## src/hdl/elevator_stop_scheduler_macros.svh

```systemverilog
// Assertion macros for the elevator stop scheduler.
// Relies on signals named clock and reset in the module that includes it.
`ifndef ELEVATOR_STOP_SCHEDULER_MACROS_SVH
`define ELEVATOR_STOP_SCHEDULER_MACROS_SVH

// Check a property on every clock edge outside reset.
`define ESS_CHECK(name, prop, msg) \
   name: assert property (@(posedge clock) disable iff (reset) prop) else $error(msg);

// Check that a condition never holds outside reset.
`define ESS_NEVER(name, expr, msg) \
   name: assert property (@(posedge clock) disable iff (reset) !(expr)) else $error(msg);

`endif

```

## src/hdl/ess_pkg.sv

```systemverilog
// Shared types and constants for the elevator stop scheduler.
// No dependencies; used by ess_scan and elevator_stop_scheduler.
`timescale 1ns / 1ps

package ess_pkg;

   // Floor number width on the ports (1-based floor numbers).
   localparam int FLOOR_W = 5;

   // Event codes.
   localparam logic [1:0] OP_CALL   = 2'd0;
   localparam logic [1:0] OP_ARRIVE = 2'd1;
   localparam logic [1:0] OP_PASS   = 2'd2;

   typedef enum logic [1:0] {
      DIR_STAY = 2'd0,
      DIR_UP   = 2'd1,
      DIR_DOWN = 2'd2
   } dir_type;

   // Scan request: direction, whether to start at the end of the floor range
   // (bottom when scanning up, top when scanning down), and a start floor.
   typedef struct packed {
      logic               up;
      logic               from_edge;
      logic [FLOOR_W-1:0] start;
   } scan_req_type;

   // Scan result: one-cycle done strobe, hit flag and the floor hit.
   typedef struct packed {
      logic               done;
      logic               found;
      logic [FLOOR_W-1:0] floor_num;
   } scan_res_type;

endpackage

```

## src/hdl/ess_scan.sv

```systemverilog
// Serial search over the pending-call bits, one floor per cycle.
// Depends on ess_pkg for the request and result structs.
`timescale 1ns / 1ps

module ess_scan #(
   parameter int FLOOR_COUNT = 16
) (
   input  logic                   clock,
   input  logic                   reset,
   input  logic                   start,
   input  ess_pkg::scan_req_type  req,
   input  logic [FLOOR_COUNT-1:0] pending,
   output ess_pkg::scan_res_type  res
);
   import ess_pkg::*;

   localparam int IDX_W  = $clog2(FLOOR_COUNT);
   localparam int SCAN_W = $clog2(FLOOR_COUNT + 2);
   localparam logic [SCAN_W-1:0] TOP_FLOOR    = SCAN_W'(FLOOR_COUNT);
   localparam logic [SCAN_W-1:0] BOTTOM_FLOOR = SCAN_W'(1);

   logic [SCAN_W-1:0] floor_ff;
   logic [SCAN_W-1:0] floor_idx;
   logic              up_ff;
   logic              active_ff;
   logic              done_ff;
   logic              found_ff;
   logic              hit;
   logic              at_end;

   always_comb begin
      floor_idx = floor_ff - BOTTOM_FLOOR;
      hit       = pending[floor_idx[IDX_W-1:0]];
      at_end    = up_ff ? (floor_ff >= TOP_FLOOR) : (floor_ff <= BOTTOM_FLOOR);
   end

   always_ff @(posedge clock) begin
      if (reset) begin
         active_ff <= 1'b0;
         done_ff   <= 1'b0;
         found_ff  <= 1'b0;
      end else begin
         // Pulse done for one cycle when the walk stops on a hit or at the end.
         done_ff <= !start && active_ff && (hit || at_end);
         if (start) begin
            up_ff     <= req.up;
            active_ff <= 1'b1;
            if (req.from_edge) begin
               floor_ff <= req.up ? BOTTOM_FLOOR : TOP_FLOOR;
            end else begin
               floor_ff <= SCAN_W'(req.start);
            end
         end else if (active_ff) begin
            if (hit) begin
               active_ff <= 1'b0;
               found_ff  <= 1'b1;
            end else if (at_end) begin
               active_ff <= 1'b0;
               found_ff  <= 1'b0;
            end else if (up_ff) begin
               floor_ff <= floor_ff + BOTTOM_FLOOR;
            end else begin
               floor_ff <= floor_ff - BOTTOM_FLOOR;
            end
         end
      end
   end

   assign res.done      = done_ff;
   assign res.found     = found_ff;
   assign res.floor_num = FLOOR_W'(floor_ff);

endmodule

```

## src/hdl/elevator_stop_scheduler.sv

```systemverilog
// Top level of the elevator stop scheduler: event decode, state and result register.
// Depends on ess_pkg, ess_scan and elevator_stop_scheduler_macros.svh.
`timescale 1ns / 1ps
`include "elevator_stop_scheduler_macros.svh"

// Usage
// Input channel req_*: one floor event per transfer (req_op: call, arrival,
// passed floor; req_floor: 1-based floor). A transfer happens on a rising edge
// with req_valid high and req_stall low.
// Result channel rsp_*: zero or one result per event, the next stop floor and
// the travel direction (rsp_going_down). rsp_valid holds with a steady payload
// until a cycle with rsp_stall low takes it.
// Flow: one event at a time. A passed floor, an ignored event or an arrival
// while free needs no scan. A call runs one scan, an arrival at the far target
// two, in the serial scan unit that checks one pending-call bit per cycle
// (once for a new target, once for the next stop).
// A stalled receiver does not block the input side: the next event is taken
// while a result waits; the block holds in its emit step only if a second
// result is ready before the first is taken.
// Reset (synchronous, active high) clears all pending calls, puts the car at
// floor 1 with no target, no direction and the free state, and drops rsp_valid.
module elevator_stop_scheduler #(
   parameter int FLOOR_COUNT = 16
) (
   input  logic       clock,
   input  logic       reset,
   input  logic       req_valid,
   output logic       req_stall,
   input  logic [1:0] req_op,
   input  logic [4:0] req_floor,
   output logic       rsp_valid,
   input  logic       rsp_stall,
   output logic [4:0] rsp_stop_floor,
   output logic       rsp_going_down
);
   import ess_pkg::*;

   localparam int IDX_W = $clog2(FLOOR_COUNT);
   localparam int IX_W  = (IDX_W > FLOOR_W) ? IDX_W : FLOOR_W;
   localparam int CNT_W = $clog2(FLOOR_COUNT + 1);
   localparam int CMP_W = (CNT_W > FLOOR_W) ? CNT_W : FLOOR_W;
   localparam logic [CMP_W-1:0] TOP_FLOOR = CMP_W'(FLOOR_COUNT);

   typedef enum logic [2:0] {
      S_IDLE,
      S_EXEC,
      S_PICK,
      S_NEAR_START,
      S_NEAR,
      S_EMIT
   } state_type;

   state_type             state_ff;
   logic [FLOOR_COUNT-1:0] pending_ff;
   logic [FLOOR_W-1:0]    cur_ff;
   logic [FLOOR_W-1:0]    target_ff;
   dir_type               dir_ff;
   logic                  busy_ff;

   // Latched event and result staging.
   logic [1:0]            item_op_ff;
   logic [FLOOR_W-1:0]    item_floor_ff;
   logic [FLOOR_W-1:0]    stop_ff;

   logic                  rsp_valid_ff;
   logic [FLOOR_W-1:0]    rsp_stop_ff;
   logic                  rsp_down_ff;

   logic                  scan_start_ff;
   logic                  scan_start_in;
   scan_req_type          scan_req_ff;
   scan_res_type          scan_res;

   logic [IX_W-1:0]       item_wide;
   logic [IDX_W-1:0]      item_idx;
   logic                  floor_ok;
   logic [FLOOR_W-1:0]    first_target;
   logic [FLOOR_W-1:0]    call_target;
   logic                  emit_go;

   always_comb begin
      item_wide = IX_W'(item_floor_ff) - IX_W'(1);
      item_idx  = item_wide[IDX_W-1:0];
      // Drop events whose floor is outside 1..FLOOR_COUNT.
      floor_ok  = (item_floor_ff != '0) && (CMP_W'(item_floor_ff) <= TOP_FLOOR);
      // A call takes the target if none exists, or extends it in the travel
      // direction.
      first_target = (target_ff == '0) ? item_floor_ff : target_ff;
      if ((dir_ff == DIR_UP && item_floor_ff > first_target) ||
          (dir_ff == DIR_DOWN && item_floor_ff < first_target)) begin
         call_target = item_floor_ff;
      end else begin
         call_target = first_target;
      end
      // Launch a scan for the next stop, or for a new target when a busy car
      // arrives at its far target.
      scan_start_in = (state_ff == S_NEAR_START) ||
                      ((state_ff == S_EXEC) && floor_ok && (item_op_ff == OP_ARRIVE) &&
                       busy_ff && (item_floor_ff == target_ff));
      // Load the output register when it is free or being taken.
      emit_go = (state_ff == S_EMIT) && (!rsp_valid_ff || !rsp_stall);
   end

   ess_scan #(
      .FLOOR_COUNT(FLOOR_COUNT)
   ) u_scan (
      .clock   (clock),
      .reset   (reset),
      .start   (scan_start_ff),
      .req     (scan_req_ff),
      .pending (pending_ff),
      .res     (scan_res)
   );

   always_ff @(posedge clock) begin
      if (reset) begin
         state_ff      <= S_IDLE;
         pending_ff    <= '0;
         cur_ff        <= FLOOR_W'(1);
         target_ff     <= '0;
         dir_ff        <= DIR_STAY;
         busy_ff       <= 1'b0;
         rsp_valid_ff  <= 1'b0;
         scan_start_ff <= 1'b0;
      end else begin
         scan_start_ff <= scan_start_in;
         if (emit_go) begin
            rsp_valid_ff <= 1'b1;
         end else if (rsp_valid_ff && !rsp_stall) begin
            // Drop the result once the receiver takes it.
            rsp_valid_ff <= 1'b0;
         end
         case (state_ff)
            S_IDLE: begin
               if (req_valid) begin
                  item_op_ff    <= req_op;
                  item_floor_ff <= req_floor;
                  state_ff      <= S_EXEC;
               end
            end
            S_EXEC: begin
               if (floor_ok) begin
                  case (item_op_ff)
                     OP_CALL: begin
                        busy_ff              <= 1'b1;
                        pending_ff[item_idx] <= 1'b1;
                        target_ff            <= call_target;
                        state_ff             <= S_NEAR_START;
                     end
                     OP_ARRIVE: begin
                        // An arrival while free is ignored entirely.
                        if (busy_ff) begin
                           cur_ff               <= item_floor_ff;
                           pending_ff[item_idx] <= 1'b0;
                           if (item_floor_ff == target_ff) begin
                              // Target reached: clear it and search a new one,
                              // top down when going up, bottom up otherwise.
                              target_ff     <= '0;
                              scan_req_ff   <= '{up: (dir_ff != DIR_UP), from_edge: 1'b1,
                                                 start: item_floor_ff};
                              state_ff      <= S_PICK;
                           end else begin
                              state_ff <= S_NEAR_START;
                           end
                        end else begin
                           state_ff <= S_IDLE;
                        end
                     end
                     OP_PASS: begin
                        cur_ff   <= item_floor_ff;
                        state_ff <= S_IDLE;
                     end
                     default: begin
                        state_ff <= S_IDLE;
                     end
                  endcase
               end else begin
                  state_ff <= S_IDLE;
               end
            end
            S_PICK: begin
               if (scan_res.done) begin
                  if (scan_res.found) begin
                     target_ff <= scan_res.floor_num;
                  end
                  state_ff <= S_NEAR_START;
               end
            end
            S_NEAR_START: begin
               // Scan from the car toward the target side.
               scan_req_ff   <= '{up: (target_ff > cur_ff), from_edge: 1'b0, start: cur_ff};
               state_ff      <= S_NEAR;
            end
            S_NEAR: begin
               if (scan_res.done) begin
                  if (scan_res.found || item_op_ff == OP_CALL) begin
                     // A call always answers; with no stop found it names itself.
                     stop_ff  <= scan_res.found ? scan_res.floor_num : item_floor_ff;
                     dir_ff   <= (cur_ff > target_ff) ? DIR_DOWN : DIR_UP;
                     state_ff <= S_EMIT;
                  end else begin
                     // Nothing left toward the target: go free, keep the target.
                     busy_ff  <= 1'b0;
                     state_ff <= S_IDLE;
                  end
               end
            end
            S_EMIT: begin
               // Hold until the output register is free or being taken.
               if (emit_go) begin
                  rsp_stop_ff  <= stop_ff;
                  rsp_down_ff  <= (dir_ff == DIR_DOWN);
                  state_ff     <= S_IDLE;
               end
            end
            default: begin
               state_ff <= S_IDLE;
            end
         endcase
      end
   end

   assign req_stall      = (state_ff != S_IDLE);
   assign rsp_valid      = rsp_valid_ff;
   assign rsp_stop_floor = rsp_stop_ff;
   assign rsp_going_down = rsp_down_ff;

   // A scan is launched only on the way into one of the two wait steps.
   `ESS_CHECK(a_scan_start_state, scan_start_ff |-> (state_ff == S_PICK || state_ff == S_NEAR), "scan started outside a scan wait step")
   // The scan unit reports only while the controller waits for it.
   `ESS_CHECK(a_scan_done_waited, scan_res.done |-> (state_ff == S_PICK || state_ff == S_NEAR), "scan result arrived with no scan pending")
   // A new result appears only from the emit step.
   `ESS_CHECK(a_rsp_from_emit, $rose(rsp_valid_ff) |-> ($past(state_ff) == S_EMIT), "result raised outside the emit step")
   // The target is either cleared or a real floor.
   `ESS_NEVER(a_target_range, CMP_W'(target_ff) > TOP_FLOOR, "far target beyond the top floor")

endmodule
```

## config.mk

```make
export PLATFORM = sky130hd
export DESIGN_NAME = elevator_stop_scheduler
export DESIGN_NICKNAME = d
export VERILOG_FILES = /design/src/hdl/ess_pkg.sv /design/src/hdl/ess_scan.sv /design/src/hdl/elevator_stop_scheduler.sv
export VERILOG_INCLUDE_DIRS = /design/src /design/src/hdl
export SDC_FILE = /design/constraint.sdc
export NUM_CORES = 1
export LEC_CHECK = 0
export ABC_AREA = 0
export BUFFER_PORTS_ARGS = -buffer_cell sky130_fd_sc_hd__buf_4
export CORE_ASPECT_RATIO = 0.5
export CORE_MARGIN = 1.5
export CORE_UTILIZATION = 40
export CTS_CLUSTER_DIAMETER = 120
export CTS_CLUSTER_SIZE = 12
export DETAILED_ROUTE_END_ITERATION = 8
export PLACE_DENSITY = 0.61
export SLEW_MARGIN = 20
export SYNTH_ARGS = -nofsm -noshare
export SYNTH_HDL_FRONTEND = slang
export SYNTH_SLANG_ARGS = --single-unit
```

## constraint.sdc

```tcl
create_clock -name clock -period 2.93 [get_ports clock]
set_input_delay 0.7325 -clock clock [delete_from_list [all_inputs] [get_ports clock]]
set_output_delay 0.7325 -clock clock [all_outputs]
set_load 0.02 [all_outputs]
```

==> run_results.csv <==
group,metric,value,unit
run_status,status,"complete, no violations",
cells_and_area,final_nets,402,
detailed_routing,drc,0,
yosys,synth_compound_area_frac,0.110,
pwr,vdd_drop_max,0.359,mV
detailed_routing,drtIter0Drc,212,
placed_design,io_buffers,18,
sta,period_minus_slack,2.82,ns
grt,grt_usage,0.189,
cells_and_area,final_common_cell,"nand2_1",
yosys,ys.flop_type,"dfxtp_1",
pwr,cellPowerDensity,509,nW/um^2
sta,slew_headroom,0.696,
sta,max_freq,355,MHz
worst_setup_path,required,3.20,ns
flow_run,cap_violations,0,
yosys,synth_fa_ha_area_frac,0.0455,
hold_path,hold_path_class,"register to register",
grt,grt_pass1_wl,13600,um
detailed_routing,dr.pass1.iters,5,
pwr,power.leakage,0.00160,uW
grt,antenna_found_initial,0,
worst_setup_path,r2r-start,"target_ff[0]$_SDFFE_PP0P_",
cells_and_area,diodes,0,
die,coreArea,8680,sq um
sta,timing.setup.tns,0,ns
clock_network,root_buffer,"clkbuf_16",
worst_setup_path,reg2reg_to,"target_ff[3]$_SDFFE_PP0P_",
yosys,yosysUniqueCellTypes,54,
sta,setup_violations,0,
clock_network,cts.path.max_buffers,2,
grt,grt_max_degree,23,
sta,hold-worst-slack,0.417,ns
sta,final-hold-violation-count,0,
hold_path,holdPathEnd,"rsp_stop_floor[0]$_DFFE_PP_",
yosys,muxShareOfSynthArea,0.122,
worst_setup_path,critPathKind,"register to register",
sta,slew_violations,0,
placed_design,gp_congestion,0.903,
yosys,synthCells,353,
hold_path,holdPathStages,0,
yosys,yosysWarningCount,0,
yosys,synth_top_family_by_area,"simple AND/OR/NAND/NOR gates",
clock_network,htreeDepth,3,
yosys,syn_area,3580,sq um
hold_path,hold_start,"stop_ff[0]$_DFFE_PP_",
die,io_pins,19,
detailed_routing,ant_nets,0,
die,die_y,69.9,um
detailed_routing,via_per_inst,5.48,
die,rows,24,
cells_and_area,layout_common_cells,"nand2_1 (44), dfxtp_1 (37), buf_4 (33)",
worst_setup_path,setup.worst_path.end_class,"register",
cells_and_area,drive_gt1_frac,0.170,
detailed_routing,routedWlPerCell,16.6,um
detailed_routing,vias,2740,
grt,overflow,0,
clock_network,clkLatencyLatePin,0.33,ns
yosys,synth_edf_count,31,
sta,worst_pin_slew,0.456,ns
yosys,syn_avg_cell_area,10.1,sq um
detailed_routing,wl,8300,um
worst_setup_path,rrSetupSlack,0.11,ns
yosys,ys_seq_area_frac,0.467,
clock_network,cts.clk_slew.worst_paths,0.05,ns
clock_network,numCtsBuffers,9,
clock_network,cts_tree,"done",
sta,skew,0.00381,ns
die,start_util,0.412,
yosys,synth_xor_xnor_area_share,0.0318,
clock_network,cts_sinks,68,
sta,fin_crit_sh,0.961,
die,die_w,137,um
worst_setup_path,crit_fanout,5,
yosys,synthArstFlopShare,0,
yosys,ys_ff_latch,68,
cells_and_area,fin_util,0.481,
yosys,synth-simple-area-share,0.188,
worst_setup_path,critPathLaunchType,"register",
worst_setup_path,cp.arrival,3.08,ns
worst_setup_path,reg2reg_depth,10,
cells_and_area,area_growth,16.7,%
grt,grt_pass1_vias,2669,
placed_design,dp_hpwl,5990,um
cells_and_area,fillerInstances,768,
yosys,syn_nets,377,
die,die-area,9550,sq um
## synth_stat cells (3+ instances only)
master / count / area, sq um
nand3_1: 12 / 60.1
ha_1: 13 / 163
nor2_1: 26 / 97.6
nor3b_1: 6 / 45.0
o21a_1: 3 / 22.5
nor2b_1: 7 / 43.8
inv_1: 11 / 41.3
clkbuf_1: 16 / 60.1
and3_1: 5 / 31.3
xnor2_1: 7 / 61.3
mux2_2: 8 / 90.1
a32o_1: 5 / 50.1
edfxtp_1: 31 / 931
mux4_1: 4 / 105
nand2_1: 44 / 165
o21ai_0: 17 / 85.1
nand2b_1: 8 / 50.1
nor3_1: 6 / 30.0
nand4_1: 4 / 25.0
nand3b_1: 3 / 22.5
xor2_1: 6 / 52.6
mux2i_1: 22 / 220
dfxtp_1: 37 / 741
a21oi_1: 15 / 75.1
## stage by stage
step           cells  total power [uW]  area, sq um  setup WS, ns
2_1_floorplan    353              1130         3580         0.270
3_3_place_gp     484              1180         3890         0.176
3_5_place_dp     484              1180         3890        0.0945
4_1_cts          500              2140         4160        0.0655
5_1_grt          500              2210         4170       -0.0175
6_report         500              2120         4170         0.114
## power breakdown
group | switching, uW | total [uW] | internal, uW
clock network | 394 | 961 | 566
registers | 17.2 | 1020 | 1000
logic | 83.8 | 146 | 62.4
total | 495 | 2120 | 1630
## layer usage
metal,up-vias,part of all wire,GRT usage
met3,19,0.070,0.0668
met1,1302,0.48,0.264
met5,-,0,0
li1,1337,-,-
met4,0,0.023,0.0709
met2,82,0.42,0.266
## worst max path at each step
stage                                            start                            to  slack [ns]  cells past startpoint
after CTS                    target_ff[0]$_SDFFE_PP0P_     target_ff[3]$_SDFFE_PP0P_        0.07                     10
final                        target_ff[0]$_SDFFE_PP0P_     target_ff[3]$_SDFFE_PP0P_        0.11                     10
after global routing         target_ff[0]$_SDFFE_PP0P_     target_ff[3]$_SDFFE_PP0P_       -0.02                     10
after floorplan           u_scan.floor_ff[0]$_DFFE_PP_  u_scan.floor_ff[0]$_DFFE_PP_        0.27                      7
after global placement       target_ff[0]$_SDFFE_PP0P_     target_ff[1]$_SDFFE_PP0P_        0.18                     10
after detailed placement     target_ff[0]$_SDFFE_PP0P_     target_ff[2]$_SDFFE_PP0P_        0.09                     10
## timing repair
action,in CTS,in global routing
hold buffers,0,0
setup endpoints to repair,0,4
gates resized for setup,0,3
buffers inserted,0,0
## layout make-up
cell class	instances	area, sq um	share of cell area
well taps	117	146	0.0351
repair buffers	33	248	0.0594
multi-input cells	254	1790	0.430
clock inverters	7	43.8	0.0105
flip-flops and latches	68	1670	0.400
clock buffers	9	225	0.0540
inverters	12	45.0	0.0108
## critical path, cell delays in order, from the launching register on
cell,delay (ns)
dfxtp_1,0.38
nor4_2,0.36
and2_2,0.24
a21oi_1,0.08
ha_1,0.32
nand2b_1,0.06
a211o_1,0.30
and3_1,0.19
or2_2,0.33
o31ai_4,0.27
a32o_1,0.22
## cells by family (layout without fill, tap and decap cells)
family,count (synthesis),count (layout)
AOI/OAI and AO/OA,59,59
DFF,68,68
muxes,35,35
and+or+nand+nor,134,134
buffers and inverters,31,61
adders and majority gates,13,13
xor gates and xnor gates,13,13
Note: power is estimated with default switching activity, not from simulation.
